## src/trcf_pkg.sv

```systemverilog
// Shared types and constants for the triangle region clip filter.
// Used by the interfaces, controller, datapath and top level; no dependencies.
package trcf_pkg;

	localparam int FIELD_W          = 32;
	localparam int MAX_BOUNDARY_DEF = 64;
	localparam int MAX_HOLES_DEF    = 16;
	localparam int COORD_BITS_DEF   = 32;
	localparam logic [1:0] TRI_LAST_EDGE = 2'd2;

	typedef enum logic [1:0] {
		CMD_LOAD_B = 2'd0,
		CMD_LOAD_H = 2'd1,
		CMD_TEST   = 2'd2,
		CMD_CLEAR  = 2'd3
	} cmd_e_t;

	typedef enum logic [1:0] {
		STAT_OK   = 2'd0,
		STAT_FULL = 2'd1,
		STAT_FEW  = 2'd2
	} stat_e_t;

	typedef enum logic [1:0] {
		RES_NONE = 2'd0,
		RES_FULL = 2'd1,
		RES_FEW  = 2'd2,
		RES_TEST = 2'd3
	} res_kind_t;

	typedef struct packed {
		logic      capture;
		logic      b_write;
		logic      h_write;
		logic      clear;
		logic      idx_clr;
		logic      test_clr;
		logic      b_rd;
		logic      b_rd_last;
		logic      load_prev;
		logic      load_cur;
		logic      b_adv;
		logic      setup_edge;
		logic      setup_tri;
		logic [1:0] tri_edge;
		logic      mul_en;
		logic [1:0] mul_step;
		logic      edge_eval;
		logic      h_rd;
		logic      h_adv;
		logic      tri_clr;
		logic      tri_eval;
		logic      set_hit;
		logic      res_write;
		res_kind_t res_kind;
	} dp_cmd_t;

	typedef struct packed {
		cmd_e_t cmd_code;
		logic   b_full;
		logic   h_full;
		logic   b_few;
		logic   b_last;
		logic   h_empty;
		logic   h_last;
		logic   on_edge;
		logic   tri_hit;
	} dp_stat_t;

endpackage

```

## src/trcf_ctrl.sv

```systemverilog
// Controller state machine: sequences loads, the boundary edge walk and the hole walk.
// Depends on trcf_pkg for command and status structs.
module trcf_ctrl (
	input  logic               clk,
	input  logic               arst_n,
	input  logic               in_valid,
	output logic               in_ready,
	output logic               out_valid,
	input  logic               out_ready,
	input  trcf_pkg::dp_stat_t st,
	output trcf_pkg::dp_cmd_t  cmd
);

	typedef enum logic [3:0] {
		S_IDLE, S_DECODE, S_B_PREV, S_B_RD, S_B_CUR, S_B_SETUP, S_MUL, S_B_EVAL,
		S_H_RD, S_H_CUR, S_H_SETUP, S_H_EVAL, S_FIN
	} state_t;

	state_t              state_q, state_d;
	logic [1:0]          step_q, step_d;
	logic [1:0]          edge_q, edge_d;
	logic                hmode_q, hmode_d;
	trcf_pkg::res_kind_t kind_q, kind_d;
	logic                out_valid_q, out_valid_d;

	assign in_ready  = (state_q == S_IDLE);
	assign out_valid = out_valid_q;

	always_comb begin
		cmd         = '0;
		state_d     = state_q;
		step_d      = step_q;
		edge_d      = edge_q;
		hmode_d     = hmode_q;
		kind_d      = kind_q;
		cmd.res_kind = kind_q;
		cmd.tri_edge = edge_q;
		cmd.mul_step = step_q;
		unique case (state_q)
			S_IDLE: begin
				if (in_valid) begin
					cmd.capture = 1'b1;
					state_d     = S_DECODE;
				end
			end
			S_DECODE: begin
				state_d = S_FIN;
				kind_d  = trcf_pkg::RES_NONE;
				unique case (st.cmd_code)
					trcf_pkg::CMD_LOAD_B: begin
						if (st.b_full) kind_d = trcf_pkg::RES_FULL;
						else cmd.b_write = 1'b1;
					end
					trcf_pkg::CMD_LOAD_H: begin
						if (st.h_full) kind_d = trcf_pkg::RES_FULL;
						else cmd.h_write = 1'b1;
					end
					trcf_pkg::CMD_CLEAR: begin
						cmd.clear = 1'b1;
					end
					trcf_pkg::CMD_TEST: begin
						if (st.b_few) begin
							kind_d = trcf_pkg::RES_FEW;
						end else begin
							kind_d        = trcf_pkg::RES_TEST;
							cmd.b_rd      = 1'b1;
							cmd.b_rd_last = 1'b1;
							cmd.idx_clr   = 1'b1;
							cmd.test_clr  = 1'b1;
							state_d       = S_B_PREV;
						end
					end
					default: begin
						state_d = S_FIN;
					end
				endcase
			end
			S_B_PREV: begin
				cmd.load_prev = 1'b1;
				cmd.b_rd      = 1'b1;
				state_d       = S_B_CUR;
			end
			S_B_RD: begin
				cmd.b_rd = 1'b1;
				state_d  = S_B_CUR;
			end
			S_B_CUR: begin
				cmd.load_cur = 1'b1;
				state_d      = S_B_SETUP;
			end
			S_B_SETUP: begin
				cmd.setup_edge = 1'b1;
				hmode_d        = 1'b0;
				step_d         = '0;
				state_d        = S_MUL;
			end
			S_MUL: begin
				cmd.mul_en = 1'b1;
				step_d     = step_q + 2'd1;
				if (step_q == 2'd3) state_d = hmode_q ? S_H_EVAL : S_B_EVAL;
			end
			S_B_EVAL: begin
				cmd.edge_eval = 1'b1;
				if (st.on_edge || st.b_last) begin
					state_d = st.h_empty ? S_FIN : S_H_RD;
				end else begin
					cmd.b_adv = 1'b1;
					state_d   = S_B_RD;
				end
			end
			S_H_RD: begin
				cmd.h_rd = 1'b1;
				state_d  = S_H_CUR;
			end
			S_H_CUR: begin
				cmd.tri_clr = 1'b1;
				edge_d      = '0;
				state_d     = S_H_SETUP;
			end
			S_H_SETUP: begin
				cmd.setup_tri = 1'b1;
				hmode_d       = 1'b1;
				step_d        = '0;
				state_d       = S_MUL;
			end
			S_H_EVAL: begin
				cmd.tri_eval = 1'b1;
				if (edge_q != trcf_pkg::TRI_LAST_EDGE) begin
					edge_d  = edge_q + 2'd1;
					state_d = S_H_SETUP;
				end else if (st.tri_hit) begin
					cmd.set_hit = 1'b1;
					state_d     = S_FIN;
				end else if (st.h_last) begin
					state_d = S_FIN;
				end else begin
					cmd.h_adv = 1'b1;
					state_d   = S_H_RD;
				end
			end
			S_FIN: begin
				if (!out_valid_q || out_ready) begin
					cmd.res_write = 1'b1;
					state_d       = S_IDLE;
				end
			end
			default: begin
				state_d = S_IDLE;
			end
		endcase
		if (cmd.res_write) out_valid_d = 1'b1;
		else if (out_ready) out_valid_d = 1'b0;
		else out_valid_d = out_valid_q;
	end

	always_ff @(posedge clk or negedge arst_n) begin
		if (!arst_n) begin
			state_q     <= S_IDLE;
			step_q      <= '0;
			edge_q      <= '0;
			hmode_q     <= 1'b0;
			kind_q      <= trcf_pkg::RES_NONE;
			out_valid_q <= 1'b0;
		end else begin
			state_q     <= state_d;
			step_q      <= step_d;
			edge_q      <= edge_d;
			hmode_q     <= hmode_d;
			kind_q      <= kind_d;
			out_valid_q <= out_valid_d;
		end
	end

endmodule

```

## config.mk

```make
export PLATFORM = sky130hd
export DESIGN_NAME = trcf_ctrl
export DESIGN_NICKNAME = d
export VERILOG_FILES = /design/src/trcf_pkg.sv /design/src/trcf_ctrl.sv
export SDC_FILE = /design/constraint.sdc
export NUM_CORES = 1
export LEC_CHECK = 0
export ABC_AREA = 1
export CAP_MARGIN = 20
export CORE_MARGIN = 2
export CORE_UTILIZATION = 55
export CTS_BUF_LIST = sky130_fd_sc_hd__clkbuf_8 sky130_fd_sc_hd__clkbuf_16
export DETAILED_ROUTE_END_ITERATION = 6
export DONT_BUFFER_PORTS = 1
export PLACE_DENSITY_LB_ADDON = 0.25
export SYNTH_ARGS = -nofsm -noshare
export SYNTH_HDL_FRONTEND = slang
export SYNTH_SLANG_ARGS = --single-unit
```

## constraint.sdc

```tcl
create_clock -name clk -period 1.1 [get_ports clk]
set_input_delay 0.22 -clock clk [delete_from_list [all_inputs] [get_ports clk]]
set_output_delay 0.22 -clock clk [all_outputs]
set_load 0.05 [all_outputs]
```

==> reports/summary.txt, run 1 <==
Status - stopped before the end
Stopped at - detailed placement (3_5_place_dp)
Err - [ERROR DPL-0038] Utilization greater than 100%, impossible to legalize
Die Wd - 44.61 microns
Post-synth ARST share - 1.000
Port bufs - 0
Seq cells post-synth - 12
Post-synth EDFFs - 0
Synth Flop Type - dfrtp_1
YS warnings - 0
Cells after synthesis - 135
Height of the die - 44.61 microns
RD Place Congestion - 0.8794
Post-Syn Area - 907.1 sq um
Synthesized area per cell - 6.719 sq um
Initial Utilization - 0.5952
Synth Net Count - 152
Library cells used by synthesis - 23
Row cnt - 14
Register area share after synthesis - 0.3310
I/O pins - 43
metrics by stage:
stage	setup WS, ns	cell area [sq um]	setup TNS (ns)	hold WS (ns)	cells
after floorplan	-0.6830	1054	-10.06	-0.07559	135
after global placement	-0.2598	1580	-4.874	-0.07531	200
logic make-up after synthesis:
family          Yosys count  synth area share
simple gates             77            0.3931
fa+ha+maj                 3           0.04138
flops                    12            0.3310
xor+xnor                  1          0.009657
compound gates           15           0.09654
buf+inv                  27            0.1283
Yosys cell counts, types with 4 or more instances:
library cell | instances | area share
nand2_1 | 33 | 0.14
nor2_1 | 20 | 0.083
inv_1 | 18 | 0.074
dfrtp_1 | 12 | 0.33
nand3_1 | 7 | 0.039
o21ai_1 | 6 | 0.033
inv_2 | 5 | 0.021
buf_4 | 4 | 0.033
==> run 2, diff against run 1 <==
Settings changed: CORE_AREA set to 2 2 63 65, CORE_MARGIN 2 to not set, CORE_UTILIZATION 55 to not set, CTS_BUF_LIST sky130_fd_sc_hd__clkbuf_8 sky130_fd_sc_hd__clkbuf_16 to not set, DIE_AREA set to 0 0 65 67, PLACE_DENSITY_LB_ADDON 0.25 to 0.15.
Clock period 1.1 ns to 1.4 ns, I/O delays scaled along.
==> run 2 against run 1 <==
Effect of this change:
- the flow now finishes, with violations (setup timing)
- synthesized cell count stayed put
- area after synthesis unchanged
==> reports/summary.txt, run 2 <==
Critical path class - reg -> out
Critical Path RT - 1.12 ns
Wire length per cell - 12.20 microns
Most frequent cells after synthesis - nand2_1 (33), nor2_1 (20), inv_1 (18)
Congestion Overflow GR - 0
Seq cells post-synth - 12 (unchanged)
Vias per cell - 4.508
CTS tree - built
Port bufs - 0 (unchanged)
Worst path slowest cell - dfrtp_1
Pwr Density - 2074 nW/um^2
Post-synth ARST share - 1.000 (unchanged)
Final Skew - 0.0008481 ns
Clock Tree Buf Depth - 2
GRT Overall Usage - 0.1389
Post-Syn Area - 907.1 sq um (unchanged)
Post-synth EDFFs - 0 (unchanged)
Share of the synthesized area in the top cell type - 0.3310 (unchanged)
# DRC - 0
Initial Utilization - 0.2516 (-0.3437)
Synth Flop Type - dfrtp_1
Worst vdd ir - 1.024 mV
CP Capture Type - output port
DP Worst Slack - -0.07210 ns
YS warnings - 0 (unchanged)
Ant diodes - 0
Critical path, cell by cell - inv_2 > nand2_4 > nor2_4 > buf_4 > nand2_4 > inv_4 > buf_12
Setup-failing EPs final - 23
RD Place Congestion - 0.8115 (-7.7%)
Failing checks - setup timing
First-pass GRT wire length - 4.602 mm
Synthesized area per cell - 6.719 sq um (unchanged)
Row cnt - 22 (+8)
Drt first-iter violations - 26
Crit path launch type - register
Fin area - 1934 sq um
Lkg Pwr - 0.9314 nW
RR Startpoint - state_q[3]$_DFFE_PN0P_
Total CTS buffers - 3
Most numerous cell in the Yosys netlist - nand2_1
Fin crit period - 1.670 ns
Hold Path Origin - st[8]
Largest cells by area after synthesis - dfrtp_1 (33%), nand2_1 (14%), nor2_1 (8.3%)
Status - finished, violations left
Largest delay share family, worst path - buffers and inverters
Share of layout cells above drive strength 1 - 0.5938
WP buf/inv - 4
Top cell by count, worst path - nand2_4
Clock sink total - 12
Commonest cells after routing, fill and taps aside - buf_4 (25), nand2_1 (22), buf_12 (15), buf_6 (13), nor2_4 (12)
Final hold violation count - 0
Fin. max-slew vios - 0
Synth Net Count - 152 (unchanged)
RSZ-0062 raised after global routing - yes
Htree depth - 1
Number of global-route vias before repair - 1,060
CP Depth - 7
Rel. slew slack - 0.6043
Initial antenna violation count - 0
Post-Place Cell Area - 1560 sq um
Clock latency on the worst-skew pair - 0.24 ns
Top reg by flops - state_q
Final WS setup - -0.2696 ns
Leading area contributor after synthesis - dfrtp_1
Routed WL - 2.927 mm
Fmax - 0.5989 GHz
I/O pins - 43 (unchanged)
Hold worst-path end - kind_q[1]$_DFFE_PN0P_
Number of fill cells - 334
Reg-to-Reg End - state_q[2]$_DFFE_PN0P_
Area Growth Syn to Fin - 113.2%
Max_cap viols - 0
Post-layout nets - 210
R2R depth - 11
HP Class - in -> reg
Height of the die - 67 microns (+50%)
Routed vias - 1,082
R2R setup slack - -0.01 ns
Slew @ Worst Pin - 0.5916 ns
Worst Setup SP - state_q[2]$_DFFE_PN0P_
Commonest non-fill, non-tap cell in the layout - buf_4
Root buffer cell - clkbuf_8
Cells after synthesis - 135 (unchanged)
Critical path peak fanout - 3
DRT antenna net count - 0
Critical path arrival - 1.39 ns
Setup TNS - -4.189 ns
Crit path largest cell delay - 0.38 ns
Hold Crit Depth - 1
Core Area - 3606 sq um
Final worst path period share - 1.193
HPWL Detailed - 2.289 mm
Die area - 4355 sq um
Library cells used by synthesis - 23 (unchanged)
Worst-path clk slew - 0.05 ns
First-pass DRT Iterations - 4
Pin count of the biggest net entering global routing - 13
Die Wd - 65 microns (+46%)
Max reg flops - 4
Register area share after synthesis - 0.3310 (unchanged)
==> run 2: cell counts after synthesis <==
Identical to the previous run, type by type.
==> run 2: cell type report <==
| class | instances | area [sq um] | area share |
|---|---|---|---|
| clock buffer | 4 | 55.05 | 0.02846 |
| inverter | 23 | 96.34 | 0.04981 |
| multi-input combinational | 96 | 732.0 | 0.3784 |
| sequential | 12 | 301.5 | 0.1559 |
| tap | 48 | 60.06 | 0.03105 |
| timing repair buffer | 57 | 689.4 | 0.3564 |
==> run 2: power by group <==
group	leakage, nW	switching [mW]	total, mW	internal, mW
sequential	0.156	0.195	0.687	0.492
combinational	0.747	1.71	2.95	1.24
clock	0.0288	0.129	0.377	0.249
==> run 2: logic make-up (layout without fill, tap and decap cells) <==
family | after synthesis | count (layout) | share of synthesized area
AOI/OAI and AO/OA | 15 | 15 | 0.09654
adders and majority gates | 3 | 3 | 0.04138
DFF | 12 | 12 | 0.3310
buffers and inverters | 27 | 84 | 0.1283
xor gates and xnor gates | 1 | 1 | 0.009657
and+or+nand+nor | 77 | 77 | 0.3931
==> run 2: timing repair <==
action / in CTS / in global routing
buffers inserted: 6 / 8
pin swaps: 11 / 8
endpoints found under the hold margin: 12 / 0
setup endpoints to repair: 22 / 28
gates resized for setup: 36 / 28
hold buffers: 1 / 0
==> run 2: metal layers <==
| layer | vias to the layer above | share of wire | GRT usage |
|---|---|---|---|
| met1 | 515 | 0.41 | 0.1629 |
| li1 | 538 | - | - |
| met3 | 4 | 0.045 | 0.02365 |
| met4 | 0 | 0.014 | 0.05585 |
| met5 | - | 0 | 0 |
| met2 | 25 | 0.53 | 0.2500 |
==> run 2: worst max-delay path by stage <==
stage                     slack [ns]      end
after floorplan                -0.44   cmd[6]
after global placement         -0.06  cmd[24]
after detailed placement       -0.07  cmd[24]
after CTS                      -0.27  cmd[25]
after global routing           -0.35   cmd[6]
final                          -0.27  cmd[22]
==> run 2: stage by stage <==
step	cells	total power [mW]	hold WS (ns)	util
after floorplan	135	2.132	-0.01559	-
after global placement	223	2.993	-0.01514	0.4327
after detailed placement	223	3.029	-0.01515	0.4327
after CTS	234	3.739	0.1188	0.4976
after global routing	240	4.269	0.1155	0.5364
final	240	4.013	0.1250	0.5364
==> run 2: worst register-to-register path: cells and delay by family (launching register included) <==
family	cells	cell delay (ns)
and+or+nand+nor	8	0.51
DFF	1	0.40
buffers and inverters	3	0.38
No activity file was read; power rests on OpenSTA's default activity.
==> run 3, diff against run 2 <==
Settings changed: ABC_AREA 1 to 0.
==> run 3 against run 2 <==
Effect of this change:
- non-clock buffer count increased by 10
- sequential power is 13% higher
- via count grew 3.6%
- the run still ends with setup timing left
- maximum frequency decreased by 1.5%
- worst hold slack got worse by 0.0028 ns
- critical path depth decreased by 3
- largest power group unchanged
- area after synthesis is 3.0% higher
- synthesized cell count down 13%
==> reports/summary.txt, run 3 <==
Status - finished, violations left
Failing checks - setup timing
Initial Utilization - 0.2592 (+0.007633)
Post-synth ARST share - 1.000 (unchanged)
Post-synth EDFFs - 0 (unchanged)
Reg-to-Reg End - step_q[0]$_DFFE_PN0P_
RSZ-0062 raised after global routing - yes
Die Wd - 65 microns (unchanged)
Hold worst-path end - kind_q[1]$_DFFE_PN0P_
HPWL Detailed - 2.428 mm (+6.1%)
Busiest grt layer - met2
Final worst path period share - 1.210 (+0.01760)
Clock sink total - 12 (unchanged)
Slew @ Worst Pin - 0.5872 ns (-0.004428 ns)
Final hold violation count - 0 (unchanged)
Setup-failing EPs final - 29 (+26%)
Seq cells post-synth - 12 (unchanged)
WP buf/inv - 1 (-3)
Area Growth Syn to Fin - 122.1%
CP Capture Type - output port
Critical path, cell by cell - nor2_4 > nand3_4 > nor4_4 > buf_12
Ant diodes - 0 (unchanged)
Commonest cells after routing, fill and taps aside - buf_4 (32), buf_6 (20), buf_12 (13), nor2_4 (9), nand2_1 (8)
R2R depth - 5 (-6)
Port bufs - 0 (unchanged)
Clock latency on the worst-skew pair - 0.24 ns (about the same)
Crit path largest cell delay - 0.47 ns (+0.09 ns)
Leading area contributor after synthesis - dfrtp_1
Fin. max-slew vios - 0 (unchanged)
RD Place Congestion - 0.7661 (-5.6%)
GR Util met1 - 0.1975 (+0.03463)
GRT Overall Usage - 0.1703 (+0.03141)
Drt first-iter violations - 35 (+35%)
RR Startpoint - state_q[1]$_DFFE_PN0P_
Top reg by flops - state_q
CTS tree - built
Largest cells by area after synthesis - dfrtp_1 (32%), nor3_1 (5.9%), nor2_1 (4.8%)
First-pass DRT Iterations - 4 (unchanged)
Worst-path clk slew - 0.06 ns (about the same)
Fin util - 0.5756 (+0.03921)
# DRC - 0 (unchanged)
Pwr Density - 2311 nW/um^2 (+11%)
Synthesized area per cell - 7.988 sq um (+19%)
Congestion Overflow GR - 0 (unchanged)
Most frequent cells after synthesis - dfrtp_1 (12), nor2_1 (12), nor3_1 (11)
Met2 usage - 0.3170 (+0.06701)
R2R setup slack - -0.14 ns (-0.13 ns)
Post-layout nets - 196 (-6.7%)
Library cells used by synthesis - 35 (+52%)
Critical path peak fanout - 6 (+3)
HP Class - in -> reg
Total CTS buffers - 3 (unchanged)
Final Skew - 0.001152 ns (+0.0003036 ns)
Max_cap viols - 0 (unchanged)
Fin area - 2076 sq um (+7.3%)
Synth Flop Type - dfrtp_1
Wire length per cell - 14.93 microns (+22%)
Number of global-route vias before repair - 1,198 (+13%)
DRT antenna net count - 0 (unchanged)
Final hold slack - 0.1222 ns (-0.002761 ns)
Routed vias - 1,121 (+3.6%)
Worst path slowest cell - dfrtp_2
Crit path launch type - register
Routed WL - 3.374 mm (+15%)
Post-Syn Area - 934.6 sq um (+3.0%)
Critical Path RT - 1.12 ns (about the same)
Number of fill cells - 305 (-8.7%)
Die area - 4355 sq um (unchanged)
Hold Path Origin - st[8]
Clock Tree Buf Depth - 2 (unchanged)
Critical path class - reg -> out
Core Area - 3606 sq um (unchanged)
I/O pins - 43 (unchanged)
CP Depth - 4 (-3)
Fin crit period - 1.694 ns (+0.02464 ns)
Root buffer cell - clkbuf_8
Cells after synthesis - 117 (-13%)
Worst vdd ir - 0.7829 mV (-24%)
Htree depth - 1 (unchanged)
Initial antenna violation count - 0 (unchanged)
YS warnings - 0 (unchanged)
Largest delay share family, worst path - simple AND/OR/NAND/NOR gates
Hold Crit Depth - 1 (unchanged)
Commonest non-fill, non-tap cell in the layout - buf_4
Lkg Pwr - 0.8646 nW (-7.2%)
Pin count of the biggest net entering global routing - 13 (unchanged)
Final WS setup - -0.2943 ns (-0.02464 ns)
Max reg flops - 4 (unchanged)
Fmax - 0.5902 GHz (-1.5%)
Share of the synthesized area in the top cell type - 0.3213 (-0.009749)
GR Util met3 - 0.03209 (+0.008446)
Register area share after synthesis - 0.3213 (-0.009749)
Share of layout cells above drive strength 1 - 0.6742 (+0.08041)
Height of the die - 67 microns (unchanged)
Post-Place Cell Area - 1683 sq um (+7.9%)
Vias per cell - 4.960 (+10%)
First-pass GRT wire length - 5.644 mm (+23%)
Critical path arrival - 1.41 ns (+0.02 ns)
Row cnt - 22 (unchanged)
Rel. slew slack - 0.6072 (+0.002962)
Synth Net Count - 134 (-12%)
run 3: cell count changes after synthesis, sizes merged, moves of 3 or more:
cell | previous run | this run
nor3 | 2 | 11
nand4 | 3 | 0
nand2 | 36 | 10
nand3 | 7 | 2
inv | 23 | 6
a22o | 0 | 3
nor2 | 24 | 12
buf | 4 | 10
nand2b | 0 | 8
run 3: layout make-up:
| class | instances | area [sq um] | share of cell area |
|---|---|---|---|
| clock buffer | 4 | 55.05 | 0.02652 |
| inverter | 6 | 22.52 | 0.01085 |
| multi-input combinational | 89 | 879.6 | 0.4237 |
| sequential | 12 | 307.8 | 0.1483 |
| tap | 48 | 60.06 | 0.02893 |
| timing repair buffer | 67 | 750.7 | 0.3617 |
run 3: worst max-delay path by stage:
stage          slack (ns)      end                   start
2_1_floorplan       -0.45  cmd[26]  state_q[0]$_DFFE_PN0P_
4_1_cts             -0.32  cmd[25]  state_q[3]$_DFFE_PN0P_
3_5_place_dp        -0.21  cmd[24]  state_q[0]$_DFFE_PN0P_
3_3_place_gp        -0.16  cmd[24]  state_q[0]$_DFFE_PN0P_
6_report            -0.29  cmd[25]  state_q[3]$_DFFE_PN0P_
5_1_grt             -0.36  cmd[24]  state_q[3]$_DFFE_PN0P_
run 3: timing repair:
| action | 4_1_cts | 5_1_grt |
|---|---|---|
| resized for setup | 37 | 15 |
| setup buffers | 10 | 4 |
| hold buffers | 1 | 0 |
| endpoints found under the hold margin | 12 | 0 |
| pin swaps | 14 | 7 |
| endpoints found under the setup margin | 29 | 30 |
run 3: logic make-up after synthesis:
group	after synthesis	synth area share
buffers and inverters	16	0.09103
AO/OA/AOI/OAI	28	0.2088
multiplexers	1	0.01205
flip-flops	12	0.3213
AND/OR/NAND/NOR	57	0.3266
adder cells (fa/ha/maj)	3	0.04016
run 3: power breakdown:
part / switching, mW / internal (mW) / total (mW) / leakage [nW]
Sequential: 0.277 / 0.498 / 0.775 / 0.147
Clock: 0.143 / 0.249 / 0.392 / 0.0288
Combinational: 1.87 / 1.76 / 3.63 / 0.688
Total: 2.29 / 2.51 / 4.80 / 0.865
run 3: layer usage:
metal / part of all wire / up-vias / wire (microns)
met3: 0.044 / 4 / 150
li1: - / 538 / -
met4: 0.0071 / 0 / 24
met2: 0.54 / 30 / 1833
met5: 0 / - / 0
met1: 0.40 / 549 / 1366
run 3: worst reg2reg max path, cell delays in order (launching register included):
cell	delay [ns]
dfrtp_2	0.44
buf_12	0.15
nand2b_4	0.09
buf_6	0.14
a221o_1	0.34
mux2_2	0.27
run 3: metrics by stage:
step | TNS, ns | power (mW) | instances | setup WS (ns)
floorplan | -4.757 | 2.481 | 117 | -0.4476
global placement | -2.089 | 3.500 | 207 | -0.1582
detailed placement | -3.158 | 3.540 | 207 | -0.2103
CTS | -6.373 | 4.485 | 222 | -0.3171
global route | -7.701 | 5.053 | 226 | -0.3635
finish | -6.024 | 4.797 | 226 | -0.2943
==> run 4, diff against run 3 <==
Settings changed: PLACE_DENSITY set to 0.39, PLACE_DENSITY_LB_ADDON 0.15 to not set.
==> run 4 against run 3 <==
Effect of this change:
- design area shrank 1.0%
- clock skew is essentially flat
- clock power is essentially flat
- die area is the same
- first-iteration DRC count shrank 5.7%
- the flow still finishes with violations (setup timing)
- critical path type unchanged
- non-clock buffer count grew 6
- utilization shrank 0.59 points
- largest power group unchanged
- critical path depth shrank 1
==> reports/summary.txt, run 4 (synthesis results as in run 3) <==
Htree depth - 1 (unchanged)
Clock Tree Buf Depth - 2 (unchanged)
GRT Overall Usage - 0.1576 (-0.01269)
Max_cap viols - 0 (unchanged)
Commonest cells after routing, fill and taps aside - buf_4 (42), buf_6 (16), buf_12 (13), nor2_4 (8), nand2_1 (8)
Critical path class - reg -> out
Die Wd - 65 microns (unchanged)
Critical Path RT - 1.12 ns (about the same)
Fmax - 0.5834 GHz (-1.1%)
Final hold violation count - 0 (unchanged)
DP Worst Slack - -0.1713 ns (+0.03899 ns)
Failing checks - setup timing
RSZ-0062 raised after global routing - yes
Rel. slew slack - 0.5829 (-0.02430)
Core Area - 3606 sq um (unchanged)
Total CTS buffers - 3 (unchanged)
Worst vdd ir - 1.291 mV (+65%)
Slew @ Worst Pin - 0.6235 ns (+0.03632 ns)
Number of global-route vias before repair - 1,169 (-2.4%)
Critical path peak fanout - 5 (-1)
Routed WL - 3.297 mm (-2.3%)
Congestion Overflow GR - 0 (unchanged)
Clock sink total - 12 (unchanged)
HP Class - in -> reg
Final Skew - 0.001542 ns (+0.0003904 ns)
Top reg by flops - state_q
Row cnt - 22 (unchanged)
Max reg flops - 4 (unchanged)
Root buffer cell - clkbuf_8
Die area - 4355 sq um (unchanged)
P_int - 2.481 mW (-1.1%)
Sw frac - 0.4682 (-0.008904)
Height of the die - 67 microns (unchanged)
Pin count of the biggest net entering global routing - 13 (unchanged)
Critical path arrival - 1.43 ns (+0.02 ns)
Ant diodes - 0 (unchanged)
Number of fill cells - 332 (+8.9%)
Lkg Pwr - 0.8869 nW (+2.6%)
Final WS setup - -0.3140 ns (-0.01970 ns)
Pwr Density - 2271 nW/um^2 (-1.7%)
CTS tree - built
Worst-path clk slew - 0.06 ns (about the same)
I/O pins - 43 (unchanged)
Initial antenna violation count - 0 (unchanged)
Setup-failing EPs final - 26 (-10%)
Commonest non-fill, non-tap cell in the layout - buf_4
Fin crit period - 1.714 ns (+0.01970 ns)
Multi-input gate area - 828.3 sq um (-5.8%)
Vias per cell - 4.901 (-1.2%)
Wire length per cell - 14.21 microns (-4.8%)
Area Growth Syn to Fin - 119.8%
Final hold slack - 0.1282 ns (+0.005970 ns)
Final worst path period share - 1.224 (+0.01407)
First-pass GRT wire length - 5.313 mm (-5.9%)
Crit path launch type - register
Status - finished, violations left
RD Place Congestion - 0.8303 (+8.4%)
Logic pwr share - 0.762 (+0.005)
CP Capture Type - output port
Clock power share - 0.084 (+0.002)
Initial Utilization - 0.2592 (unchanged)
Port bufs - 0 (unchanged)
Share of layout cells above drive strength 1 - 0.6576 (-0.01655)
DRT antenna net count - 0 (unchanged)
Power after layout - 4.666 mW (-2.7%)
Reg power frac - 0.154 (-0.008)
Clock latency on the worst-skew pair - 0.24 ns (about the same)
# DRC - 0 (unchanged)
Routed vias - 1,137 (+1.4%)
Sequential cell area - 307.8 sq um (unchanged)
Fin. max-slew vios - 0 (unchanged)
First-pass DRT Iterations - 4 (unchanged)
Post-layout nets - 202 (+3.1%)
HPWL Detailed - 2.486 mm (+2.4%)
NetSw - 2.185 mW (-4.6%)
Drt first-iter violations - 33 (-5.7%)
==> run 4: cell types whose count changed in the layout (fill, tap and decap cells not counted), sizes merged <==
cell | previous run | this run
buf | 66 | 72
==> run 4: worst max-delay path, stage by stage (launching register included) <==
cell and delay, ns:
dfrtp_2 0.45, buf_6 0.15, nor4_4 0.30, and2_4 0.29
==> run 4: final cells by class <==
type,count,area share
Tap cell,48,0.02923
Inverter,6,0.01096
Sequential cell,12,0.1498
Timing Repair Buffer,73,0.3800
Multi-Input combinational cell,89,0.4032
Clock buffer,4,0.02680
==> run 4: power groups by stage <==
stage,sequential (mW),combinational (mW),clock (mW)
finish,0.718,3.56,0.392
global route,0.734,3.77,0.421
CTS,0.718,3.22,0.409
detailed placement,0.729,2.81,0
global placement,0.726,2.81,0
floorplan,0.882,1.60,0
==> run 4: worst paths after layout <==
kind	from	slack, ns	depth (start not counted)	end
worst max-delay path	state_q[2]$_DFFE_PN0P_	-0.31	3	cmd[26]
worst min-delay path	st[8]	0.13	1	kind_q[1]$_DFFE_PN0P_
worst max register to register	state_q[2]$_DFFE_PN0P_	-0.30	6	step_q[0]$_DFFE_PN0P_
worst min register to register	edge_q[1]$_DFFE_PN0P_	0.55	2	edge_q[1]$_DFFE_PN0P_
max in group asynchronous	arst_n	0.47	1	state_q[1]$_DFFE_PN0P_
min in group asynchronous	arst_n	0.49	1	step_q[0]$_DFFE_PN0P_
==> run 4: per-stage QoR <==
stage	setup TNS [ns]	util	cells	area, sq um
global route	-7.545	0.5697	232	2054
global placement	-1.288	0.4688	208	1690
finish	-6.179	0.5697	232	2054
detailed placement	-1.358	0.4688	208	1690
CTS	-6.406	0.5316	221	1917
floorplan	-4.757	-	117	1159
==> run 4: timing repair <==
action	in CTS	in global routing
endpoints found under the setup margin	27	28
hold endpoints to repair	12	0
gates resized for setup	25	12
buffers inserted	8	11
hold buffers	1	0
pin swaps	8	5
==> run 4: routing by layer <==
metal | global-route usage | share of wire
met2 | 0.2861 | 0.54
met4 | 0.05319 | 0.012
met5 | 0 | 0
met3 | 0.01858 | 0.038
met1 | 0.1920 | 0.41
